**src/hw/rtl/lcs_pkg.sv**
```systemverilog
package lcs_pkg;

	// Operation codes carried by an input item
	localparam logic OP_GET = 1'b0;
	localparam logic OP_PUT = 1'b1;

	// Capacity register
	localparam int          CAPACITY_BITS  = 5;
	localparam logic [4:0]  CAPACITY_RESET = 5'd16;

	// Control flags of the probe that walks down the chain of cells
	typedef struct packed {
		logic active;     // probe sits at this link in this cycle
		logic found;      // some earlier cell matched the key
		logic have_best;  // an eviction candidate has been chosen
	} lcs_probe_t;

endpackage

```
**src/hw/rtl/lcs_req_if.sv**
```systemverilog
interface lcs_req_if #(
	parameter int KEY_BITS   = 32,
	parameter int VALUE_BITS = 32
);
	logic                  valid;
	logic                  ready;
	logic                  operation;
	logic [KEY_BITS-1:0]   lookup_key;
	logic [VALUE_BITS-1:0] write_value;

	modport source (output valid, operation, lookup_key, write_value, input ready);
	modport sink   (input valid, operation, lookup_key, write_value, output ready);
endinterface

```
**src/hw/rtl/lcs_rsp_if.sv**
```systemverilog
interface lcs_rsp_if #(
	parameter int VALUE_BITS = 32
);
	logic                  valid;
	logic                  ready;
	logic                  hit;
	logic [VALUE_BITS-1:0] read_value;
	logic                  evicted;

	modport source (output valid, hit, read_value, evicted, input ready);
	modport sink   (input valid, hit, read_value, evicted, output ready);
endinterface

```
**src/hw/rtl/lcs_cell.sv**
```systemverilog
module lcs_cell #(
	parameter int IDX          = 0,
	parameter int KEY_BITS     = 32,
	parameter int VALUE_BITS   = 32,
	parameter int COUNTER_BITS = 16,
	parameter int OCC_BITS     = 5,
	parameter int IDX_BITS     = 4
) (
	input  logic                    clk,
	input  logic                    arst_n,
	// operation under way, held by the top level
	input  logic                    op_put,
	input  logic [KEY_BITS-1:0]     op_key,
	input  logic [VALUE_BITS-1:0]   op_value,
	input  logic [OCC_BITS-1:0]     occ,
	// fill or replace broadcast
	input  logic                    wr_en,
	input  logic [IDX_BITS-1:0]     wr_idx,
	// probe from the previous cell
	input  lcs_pkg::lcs_probe_t     link_in,
	input  logic [VALUE_BITS-1:0]   rd_in,
	input  logic [COUNTER_BITS-1:0] cnt_in,
	input  logic [COUNTER_BITS-1:0] age_in,
	input  logic [IDX_BITS-1:0]     idx_in,
	// probe to the next cell
	output lcs_pkg::lcs_probe_t     link_out,
	output logic [VALUE_BITS-1:0]   rd_out,
	output logic [COUNTER_BITS-1:0] cnt_out,
	output logic [COUNTER_BITS-1:0] age_out,
	output logic [IDX_BITS-1:0]     idx_out
);

	// Entry storage
	logic [KEY_BITS-1:0]     key_q;
	logic [VALUE_BITS-1:0]   value_q;
	logic [COUNTER_BITS-1:0] count_q;
	logic [COUNTER_BITS-1:0] age_q;

	// Probe registers toward the next cell
	logic                    active_q;
	logic                    found_q;
	logic                    have_best_q;
	logic [VALUE_BITS-1:0]   rd_q;
	logic [COUNTER_BITS-1:0] cnt_q;
	logic [COUNTER_BITS-1:0] best_age_q;
	logic [IDX_BITS-1:0]     idx_q;

	logic                    live;
	logic                    match;
	logic                    take;
	logic [COUNTER_BITS-1:0] aged;
	logic [COUNTER_BITS-1:0] count_inc;

	// Compare this entry against the probe
	always_comb begin
		live      = occ > OCC_BITS'(IDX);
		match     = live && (key_q == op_key);
		aged      = (age_q == '1) ? age_q : age_q + 1'b1;
		count_inc = (count_q == '1) ? count_q : count_q + 1'b1;
		take      = live && (!link_in.have_best || (count_q < cnt_in) ||
			((count_q == cnt_in) && (aged > age_in)));
	end

	// Fill on write-back, otherwise age and bump on the probe's pass
	always_ff @(posedge clk) begin
		if (wr_en && (wr_idx == IDX_BITS'(IDX))) begin
			key_q   <= op_key;
			value_q <= op_value;
			count_q <= COUNTER_BITS'(1);
			age_q   <= '0;
		end else if (link_in.active && live) begin
			if (match) begin
				age_q   <= '0;
				count_q <= count_inc;
				if (op_put) begin
					value_q <= op_value;
				end
			end else begin
				age_q <= aged;
			end
		end
	end

	// Advance the active flag
	always_ff @(posedge clk or negedge arst_n) begin
		if (!arst_n) begin
			active_q <= 1'b0;
		end else begin
			active_q <= link_in.active;
		end
	end

	// Hand the probe on; hold it once it has passed
	always_ff @(posedge clk) begin
		if (link_in.active) begin
			found_q     <= link_in.found | match;
			have_best_q <= link_in.have_best | take;
			rd_q        <= (match && !op_put) ? value_q : rd_in;
			cnt_q       <= take ? count_q : cnt_in;
			best_age_q  <= take ? aged : age_in;
			idx_q       <= take ? IDX_BITS'(IDX) : idx_in;
		end
	end

	assign link_out.active    = active_q;
	assign link_out.found     = found_q;
	assign link_out.have_best = have_best_q;
	assign rd_out             = rd_q;
	assign cnt_out            = cnt_q;
	assign age_out            = best_age_q;
	assign idx_out            = idx_q;

endmodule

```
**src/hw/rtl/lfu_cache_store_unit.sv**
```systemverilog
// LFU key/value cache with oldest-first tie-break, DEPTH entries held in a
// row of cells. A get or put is taken only when the unit is idle; a probe
// then walks the cells one per cycle, aging each occupied entry, updating a
// key match and picking the eviction candidate (lowest count, then oldest,
// then lowest slot). A final state then writes a new entry back and loads
// the result, but waits while an earlier result sits untaken in the output
// register; no new item is taken until that state ends, so a waiting
// result does stop the next item. The capacity register (reset 16, clipped
// to DEPTH) is written with cfg_we; the user must write it only while the
// unit is idle, as the block itself does not enforce this. Zero disables
// inserts, and lowering it below the occupancy drops nothing.
module lfu_cache_store_unit #(
	parameter int DEPTH        = 16,
	parameter int KEY_BITS     = 32,
	parameter int VALUE_BITS   = 32,
	parameter int COUNTER_BITS = 16
) (
	input  logic                              clk,
	input  logic                              arst_n,
	input  logic                              cfg_we,
	input  logic [lcs_pkg::CAPACITY_BITS-1:0] cfg_data,
	lcs_req_if.sink                           req,
	lcs_rsp_if.source                         rsp
);

	localparam int OCC_BITS = $clog2(DEPTH + 1);
	localparam int IDX_BITS = (DEPTH > 1) ? $clog2(DEPTH) : 1;

	localparam logic [1:0] ST_IDLE = 2'd0;
	localparam logic [1:0] ST_SCAN = 2'd1;
	localparam logic [1:0] ST_FIN  = 2'd2;

	logic [1:0]                        state_q;
	logic [lcs_pkg::CAPACITY_BITS-1:0] capacity_q;
	logic [OCC_BITS-1:0]               occ_q;
	logic                              go_q;
	logic                              op_put_q;
	logic [KEY_BITS-1:0]               op_key_q;
	logic [VALUE_BITS-1:0]             op_value_q;

	logic                  rsp_valid_q;
	logic                  rsp_hit_q;
	logic [VALUE_BITS-1:0] rsp_value_q;
	logic                  rsp_evicted_q;

	// Probe links between cells, link k feeds cell k
	lcs_pkg::lcs_probe_t     link  [DEPTH+1];
	logic [VALUE_BITS-1:0]   rd    [DEPTH+1];
	logic [COUNTER_BITS-1:0] cnt   [DEPTH+1];
	logic [COUNTER_BITS-1:0] age   [DEPTH+1];
	logic [IDX_BITS-1:0]     idx   [DEPTH+1];

	logic                accept;
	logic                finish;
	logic [OCC_BITS-1:0] cap_eff;
	logic                put_miss;
	logic                fill;
	logic                wr_en;
	logic [IDX_BITS-1:0] wr_idx;

	assign accept    = req.valid && req.ready;
	assign req.ready = (state_q == ST_IDLE);

	// Probe enters at the head of the chain
	assign link[0].active    = go_q;
	assign link[0].found     = 1'b0;
	assign link[0].have_best = 1'b0;
	assign rd[0]             = '0;
	assign cnt[0]            = '0;
	assign age[0]            = '0;
	assign idx[0]            = '0;

	for (genvar i = 0; i < DEPTH; i++) begin : g_cell
		lcs_cell #(
			.IDX         (i),
			.KEY_BITS    (KEY_BITS),
			.VALUE_BITS  (VALUE_BITS),
			.COUNTER_BITS(COUNTER_BITS),
			.OCC_BITS    (OCC_BITS),
			.IDX_BITS    (IDX_BITS)
		) u_cell (
			.clk      (clk),
			.arst_n   (arst_n),
			.op_put   (op_put_q),
			.op_key   (op_key_q),
			.op_value (op_value_q),
			.occ      (occ_q),
			.wr_en    (wr_en),
			.wr_idx   (wr_idx),
			.link_in  (link[i]),
			.rd_in    (rd[i]),
			.cnt_in   (cnt[i]),
			.age_in   (age[i]),
			.idx_in   (idx[i]),
			.link_out (link[i+1]),
			.rd_out   (rd[i+1]),
			.cnt_out  (cnt[i+1]),
			.age_out  (age[i+1]),
			.idx_out  (idx[i+1])
		);
	end

	// Decide the write-back from the probe at the end of the chain
	always_comb begin
		cap_eff  = (32'(capacity_q) > DEPTH) ? OCC_BITS'(DEPTH) : OCC_BITS'(capacity_q);
		finish   = (state_q == ST_FIN) && (!rsp_valid_q || rsp.ready);
		put_miss = (op_put_q == lcs_pkg::OP_PUT) && !link[DEPTH].found && (cap_eff != '0);
		fill     = occ_q < cap_eff;
		wr_en    = finish && put_miss;
		wr_idx   = fill ? occ_q[IDX_BITS-1:0] : idx[DEPTH];
	end

	// Capture the operation at acceptance
	always_ff @(posedge clk) begin
		if (accept) begin
			op_put_q   <= req.operation;
			op_key_q   <= req.lookup_key;
			op_value_q <= req.write_value;
		end
	end

	// Sequence the operation and track occupancy
	always_ff @(posedge clk or negedge arst_n) begin
		if (!arst_n) begin
			state_q    <= ST_IDLE;
			go_q       <= 1'b0;
			occ_q      <= '0;
			capacity_q <= lcs_pkg::CAPACITY_RESET;
		end else begin
			go_q <= accept;
			if (cfg_we) begin
				capacity_q <= cfg_data;
			end
			case (state_q)
				ST_IDLE: begin
					if (accept) begin
						state_q <= ST_SCAN;
					end
				end
				ST_SCAN: begin
					if (link[DEPTH].active) begin
						state_q <= ST_FIN;
					end
				end
				ST_FIN: begin
					if (finish) begin
						state_q <= ST_IDLE;
						if (put_miss && fill) begin
							occ_q <= occ_q + 1'b1;
						end
					end
				end
				default: begin
					state_q <= ST_IDLE;
				end
			endcase
		end
	end

	// Output register: load on finish, drop when taken
	always_ff @(posedge clk or negedge arst_n) begin
		if (!arst_n) begin
			rsp_valid_q <= 1'b0;
		end else if (finish) begin
			rsp_valid_q <= 1'b1;
		end else if (rsp.ready) begin
			rsp_valid_q <= 1'b0;
		end
	end

	always_ff @(posedge clk) begin
		if (finish) begin
			rsp_hit_q     <= link[DEPTH].found;
			rsp_value_q   <= rd[DEPTH];
			rsp_evicted_q <= put_miss && !fill;
		end
	end

	assign rsp.valid      = rsp_valid_q;
	assign rsp.hit        = rsp_hit_q;
	assign rsp.read_value = rsp_value_q;
	assign rsp.evicted    = rsp_evicted_q;

endmodule

```
**src/flat_wrapper.sv**
```systemverilog
// flat-port wrapper written by rule: the top's interface ports become plain ports
module lfu_cache_store_unit_flat 
#(
	parameter int DEPTH        = 16,
	parameter int KEY_BITS     = 32,
	parameter int VALUE_BITS   = 32,
	parameter int COUNTER_BITS = 16
)
  (clk, arst_n, cfg_we, cfg_data, req_valid, req_operation, req_lookup_key, req_write_value, req_ready, rsp_valid, rsp_hit, rsp_read_value, rsp_evicted, rsp_ready);
  lcs_req_if #(.KEY_BITS(KEY_BITS), .VALUE_BITS(VALUE_BITS)) req_i ();
  lcs_rsp_if #(.VALUE_BITS(VALUE_BITS)) rsp_i ();
  input  logic clk;
  input  logic arst_n;
  input  logic cfg_we;
  input  logic [lcs_pkg::CAPACITY_BITS-1:0] cfg_data;
  input wire logic [$bits(req_i.valid)-1:0] req_valid;
  input wire logic [$bits(req_i.operation)-1:0] req_operation;
  input wire logic [$bits(req_i.lookup_key)-1:0] req_lookup_key;
  input wire logic [$bits(req_i.write_value)-1:0] req_write_value;
  output wire logic [$bits(req_i.ready)-1:0] req_ready;
  output wire logic [$bits(rsp_i.valid)-1:0] rsp_valid;
  output wire logic [$bits(rsp_i.hit)-1:0] rsp_hit;
  output wire logic [$bits(rsp_i.read_value)-1:0] rsp_read_value;
  output wire logic [$bits(rsp_i.evicted)-1:0] rsp_evicted;
  input wire logic [$bits(rsp_i.ready)-1:0] rsp_ready;
  assign req_i.valid = req_valid;
  assign req_i.operation = req_operation;
  assign req_i.lookup_key = req_lookup_key;
  assign req_i.write_value = req_write_value;
  assign req_ready = req_i.ready;
  assign rsp_valid = rsp_i.valid;
  assign rsp_hit = rsp_i.hit;
  assign rsp_read_value = rsp_i.read_value;
  assign rsp_evicted = rsp_i.evicted;
  assign rsp_i.ready = rsp_ready;
  lfu_cache_store_unit #(.DEPTH(DEPTH), .KEY_BITS(KEY_BITS), .VALUE_BITS(VALUE_BITS), .COUNTER_BITS(COUNTER_BITS)) u_core (.clk(clk), .arst_n(arst_n), .cfg_we(cfg_we), .cfg_data(cfg_data), .req(req_i), .rsp(rsp_i));
endmodule
```
**config.mk**
```make
export PLATFORM = sky130hd
export DESIGN_NAME = lfu_cache_store_unit_flat
export DESIGN_NICKNAME = d
export VERILOG_FILES = /design/src/hw/rtl/lcs_pkg.sv /design/src/hw/rtl/lcs_req_if.sv /design/src/hw/rtl/lcs_rsp_if.sv /design/src/hw/rtl/lcs_cell.sv /design/src/hw/rtl/lfu_cache_store_unit.sv /design/src/flat_wrapper.sv
export SDC_FILE = /design/constraint.sdc
export NUM_CORES = 2
export LEC_CHECK = 0
export ABC_CLOCK_PERIOD_IN_PS = 7410
export BUFFER_PORTS_ARGS = -buffer_cell sky130_fd_sc_hd__buf_4
export CAP_MARGIN = 20
export CORE_MARGIN = 5
export CORE_UTILIZATION = 50
export CTS_CLUSTER_SIZE = 28
export DETAILED_ROUTE_END_ITERATION = 8
export GPL_ROUTABILITY_DRIVEN = 0
export PLACE_DENSITY = 0.72
export SYNTH_ARGS = -nofsm -noshare
export SYNTH_HDL_FRONTEND = slang
export SYNTH_HIERARCHICAL = 1
export SYNTH_SLANG_ARGS = --single-unit
export TNS_END_PERCENT = 20
```
**constraint.sdc**
```tcl
create_clock -name clk -period 7.41 [get_ports clk]
set_input_delay 0.3705 -clock clk [delete_from_list [all_inputs] [get_ports clk]]
set_output_delay 0.3705 -clock clk [all_outputs]
set_load 0.05 [all_outputs]
```
## Yosys cells after proc, flatten, opt, wreduce, memory -nomap -nowiden

Index checks and enable logic that the tools add are counted.

- Register bits after elaboration: 2737
- Bits of input ports: 75
- Output and inout bits: 36

- $add $sub $neg: 33
- Order comparisons: 48
- Eq/ne operators: 83
- Multiplexer cells: 132
- Bitwise operators: 45
- Reductions and logical operators: 237

Operator list:

| kind | number |
|---|---|
| 32-bit 2-to-1 mux | 64 |
| 16-bit 2-to-1 mux | 60 |
| 16-bit by 1-bit adder with 16-bit output (second input constant) | 32 |
| 16-bit equality test (second input constant) | 32 |
| 32-bit equality test | 16 |
| 16-bit equality test | 15 |
| 16-bit > comparator | 15 |
| 16-bit < comparator | 15 |
| 3-bit AND reduction | 34 |
| 1-bit logical AND | 101 |
| 2-bit nonzero test | 49 |
| 5-bit by 4-bit > comparator with 1-bit output (second input constant) | 8 |
| 4-bit equality test (second input constant) | 8 |
| 1-bit logical OR | 31 |
| 1-bit OR | 29 |
| 5-bit by 3-bit > comparator with 1-bit output (second input constant) | 4 |
| 1-bit logical NOT | 19 |
| 4-bit by 3-bit equality test with 1-bit output (second input constant) | 4 |
| 1-bit inverter | 16 |
| 5-bit by 1-bit > comparator with 1-bit output (second input constant) | 2 |
| 5-bit by 2-bit > comparator with 1-bit output (second input constant) | 2 |
| 4-bit by 2-bit equality test with 1-bit output (second input constant) | 2 |
| 2-bit 2-to-1 mux | 3 |
| 2-bit one-hot mux with 3 select lines | 1 |
| 14 further kinds | 16 |

## Longest topological paths before layout

- Depth in word-level cells: 8
- Mapped depth: 17
- Gate-level depth less buffers: 15

## Modules after synthesis

The synthesis kept the hierarchy.

Modules (own cells, without submodules):

| module | times used | cells an instance | area an instance (µm²) | seq. area each (µm²) |
|---|---|---|---|---|
| lcs_cell at u_core.g_cell[7].u_cell | 1 | 625 | 8102.8 | 4689.5 |
| lcs_cell at u_core.g_cell[2].u_cell | 1 | 600 | 8005.2 | 4689.5 |
| lcs_cell at u_core.g_cell[14].u_cell | 1 | 598 | 7996.4 | 4689.5 |
| lcs_cell at u_core.g_cell[9].u_cell | 1 | 617 | 7987.7 | 4689.5 |
| lcs_cell at u_core.g_cell[12].u_cell | 1 | 626 | 7940.1 | 4689.5 |
| lcs_cell at u_core.g_cell[1].u_cell | 1 | 623 | 7937.6 | 4689.5 |
| lcs_cell at u_core.g_cell[11].u_cell | 1 | 622 | 7936.4 | 4689.5 |
| lcs_cell at u_core.g_cell[13].u_cell | 1 | 627 | 7920.1 | 4689.5 |
| lcs_cell at u_core.g_cell[10].u_cell | 1 | 616 | 7897.6 | 4689.5 |
| lcs_cell at u_core.g_cell[4].u_cell | 1 | 622 | 7897.6 | 4689.5 |
| lcs_cell at u_core.g_cell[6].u_cell | 1 | 620 | 7872.6 | 4689.5 |
| lcs_cell at u_core.g_cell[5].u_cell | 1 | 613 | 7868.8 | 4689.5 |
| lcs_cell at u_core.g_cell[8].u_cell | 1 | 591 | 7851.3 | 4689.5 |
| lcs_cell at u_core.g_cell[3].u_cell | 1 | 614 | 7843.8 | 4689.5 |
| +3 rows | - | - | - | - |

## Worst setup path before layout

OpenSTA, ideal clock, no wires.

- Path type: register to register
- Start: register u_core.op_key_q[27]
- End: register u_core.g_cell[6].u_cell.value_q[0] (enable)
- Arrival: 4.803 ns
- Path slack: 2.142 ns
- Stages on the path, launching flop included: 9
- Path buffers: 3
- Clock period less this slack: 5.268 ns
- Cells stage by stage: edfxtp_1 -> xor2_1 -> nor4_1 -> nand3_1 -> or4_4 -> buf_6 -> buf_4 -> clkbuf_1 -> o21ai_0

- Cells in the longest elaborated chain, start to end: 4

Ends and longest elaborated chain:

| item | RTL line | source |
|---|---|---|
| start, declared | lfu_cache_store_unit.sv:38 | `logic [KEY_BITS-1:0] op_key_q;` |
| start signal, assigned | lfu_cache_store_unit.sv:117 | `op_key_q <= req.lookup_key;` |
| 32-bit equality test | lcs_cell.sv:57 | `match = live && (key_q == op_key);` |
| 1-bit logical AND | lcs_cell.sv:57 |  |
| 2-bit nonzero test (no source line) | - |  |
| 3-bit AND reduction (no source line) | - |  |
| end signal, assigned | lcs_cell.sv:68 | `value_q <= op_value;` |
| end signal, assigned | lcs_cell.sv:76 | `value_q <= op_value;` |
| end, declared | lcs_cell.sv:35 | `logic [VALUE_BITS-1:0] value_q;` |

No other way between the ends.
A chain may end at the register's enable or synchronous reset.

## Final worst setup path

- Start: register u_core.g_cell[2].u_cell.age_q[0]
- End: register u_core.g_cell[2].u_cell.best_age_q[15], data pin

- Cells in the longest elaborated chain, start to end: 7
- Elaborated cells between the ends (all ways): 8
- Those cells by class: add/sub (1); order compare (1); eq/ne (1); mux (2); reduce/logical (3)

Ends and longest elaborated chain:

| item | RTL line | source |
|---|---|---|
| start, declared | lcs_cell.sv:37 | `logic [COUNTER_BITS-1:0] age_q;` |
| start signal, assigned | lcs_cell.sv:79 | `age_q <= aged;` |
| 16-bit by 1-bit adder with 16-bit output / 16-bit equality test (equally long branches) | lcs_cell.sv:58 | `aged = (age_q == '1) ? age_q : age_q + 1'b1;` |
| 16-bit 2-to-1 mux * | lcs_cell.sv:58 |  |
| 16-bit > comparator | lcs_cell.sv:61 | `((count_q == cnt_in) && (aged > age_in)));` |
| 1-bit logical AND | lcs_cell.sv:61 |  |
| 1-bit logical OR | lcs_cell.sv:60 | `take = live && (!link_in.have_best \|\| (count_q < cnt_in) \|\|` |
| 1-bit logical AND | lcs_cell.sv:60 |  |
| 16-bit 2-to-1 mux * | lcs_cell.sv:100 | `best_age_q <= take ? aged : age_in;` |
| end signal, assigned | lcs_cell.sv:100 |  |
| end, declared | lcs_cell.sv:45 | `logic [COUNTER_BITS-1:0] best_age_q;` |

Every way passes the cells marked *; elsewhere a longest branch is shown, timed or not.

==> results.toml <==
[outcome]
status = "finished, final reports clean"

[final_layout]
final_common_cell = "edfxtp_1"
n_fill_cell = 20000
drive_gt1_share_pct = 16.9
fin_util_pct = 56.3
final_nets = 10900
layout_common_cells = "2210 x edfxtp_1, 801 x mux2_2, 614 x nand2_1"
syn_to_final_growth_pct = 12.1

[sta]
fin_skew_ns = 0.103
fin_crit_ns = 5.03
slew_headroom_pct = 26.0
max_freq_mhz = 199
drv_slew = 0
worstMarginPinSlew_ns = 1.11
period_share_pct = 67.8
setup-violations-final = 0
holdWs_ns = 0.151
hold_viol_final = 0
tns_ns = 0
rsz0062_at_grt = "false"

[place]
portBuffers = 110
dpl.hpwl_mm = 200

[floorplanning]
std_cell_rows = 186
dieArea_um2 = 268000
fp.dieH_um = 518
initial_core_util_pct = 50.2
die_w_um = 518
design.core.area_um2 = 257000
pin_count = 111

[critical_path]
reg2reg_from = "u_core/g_cell[2].u_cell/age_q[0]"
cp-end-kind = "flip-flop"
cp_max_fo = 20
start_kind = "flip-flop"
arrival_ns = 5.68
rr_worst_depth = 15
crit_start = "u_core/g_cell[2].u_cell/age_q[0]"
crit_required_ns = 8.06
crit_type = "flip-flop to flip-flop"

[clock_tree]
clkSinkCount = 2752
cts_tree = "yes"
cts_setup_buffers = 0
clk_latency_ns = 0.94
cts-root-buf = "clkbuf_16"
clockBufferDepth = 4
clk_pin_slew_ns = 0.06
cts_buffers = 302
htree_levels = 5
cts_resized = 0

[synthesis]
synth_cells = 9912
avgSynthCellArea_um2 = 13.0
synth_area_um2 = 129000
yosysWarnings = 6

[routing]
drt-total-wl_mm = 296
vias_per_cell = 5.83
drc_errors = 0
wl_per_cell_um = 21.3
vias = 81200
firstDrtPassIters = 7
drt-initial-drc-count = 7338
ant_nets = 0

[worst_hold_path]
min_from = "req_lookup_key[18]"
hp-class = "input pin to flip-flop"
holdPathStages = 2

[global_route]
globalRoute.totalOverflow = 0
grt_pass1_vias = 80300
grt_pass1_wl_mm = 462
antenna_found_initial = 10
grt_usage_pct = 21.5
grt_max_degree = 74

[flow_run]
cap_violations = 0

[pwr]
ir_worst_vdd_uv = 266
power_per_cell_area_nw_per_um2 = 230
p_leak_uw = 0.0530
totalPowerFinal_uw = 33300
[layout make-up]
class	instances	area (um^2)	share of cell area [%]
Clock buffer	383	8080	5.59
Antenna cell	5	12.5	0.00865
Timing Repair Buffer	350	3080	2.13
Multi-Input combinational cell	6296	48000	33.2
Tap cell	3384	4230	2.93
Sequential cell	2752	77400	53.5
Inverter	612	2300	1.59
Clock inverter	146	1550	1.07
[report_power, final]
part / switching (uW) / total [uW] / internal, uW / leakage, uW
registers: 280 / 17300 / 17000 / 0.0245
logic: 758 / 1350 / 596 / 0.0238
clock network: 5920 / 14600 / 8720 / 0.00469
[state kept, by name (all words and copies together), names as in the netlist, 64 cells and up]
name and count:
u_core/g_cell.u_cell/key_q 512, u_core/g_cell.u_cell/count_q 256, u_core/g_cell.u_cell/idx_out 64, u_core/g_cell.u_cell/cnt_out 240, u_core/g_cell.u_cell/value_q 512, u_core/g_cell.u_cell/rd_out 512, u_core/g_cell.u_cell/age_q 256, u_core/g_cell.u_cell/age_out 240
[routing by layer]
layer	GRT usage (%)	routed length (um)	vias up
li1	-	-	37700
met1	29.1	127000	39900
met2	35.2	140000	2851
met3	2.92	17000	685
met4	8.76	12900	6
met5	0	41	-
[repair_timing]
| item | in CTS | in global routing |
|---|---|---|
| hold buffers | 76 | 0 |
| endpoints found under the hold margin | 103 | 0 |
| endpoints found under the setup margin | 0 | 0 |
[worst paths after layout]
kind	end	slack, ns
worst max register to register	u_core/g_cell[2].u_cell/age_out[15]	2.38
worst max-delay path	u_core/g_cell[2].u_cell/age_out[15]	2.38
worst min-delay path	u_core/op_key_q[18]	0.15
min in group asynchronous	u_core/g_cell[11].u_cell/active_q	0.58
max in group asynchronous	u_core/rsp.valid	5.79
worst min register to register	u_core/rsp.read_value[10]	0.42
[per-stage QoR]
stage	setup slack, ns	std cells	instance area [um^2]
finish	2.38	13900	145000
global route	2.15	13900	145000
CTS	2.49	13900	144000
detailed placement	2.55	13300	134000
global placement	2.60	13300	134000
floorplan	2.14	10000	129000
[worst max-delay path, stage by stage (launching register included)]
cell and delay, ns:
dfxtp_1 0.47, ha_1 0.27, inv_1 0.07, nor3_1 0.55, nand2b_1 0.21, nand2_1 0.18
nor2_1 0.09, xor2_1 0.17, ha_1 0.29, nand4_1 0.18, a2111oi_0 0.54, a211o_1 0.21
a22oi_2 0.10, a31oi_4 0.63, buf_4 0.45, mux2_2 0.39
No activity file was read; power rests on OpenSTA's default activity.
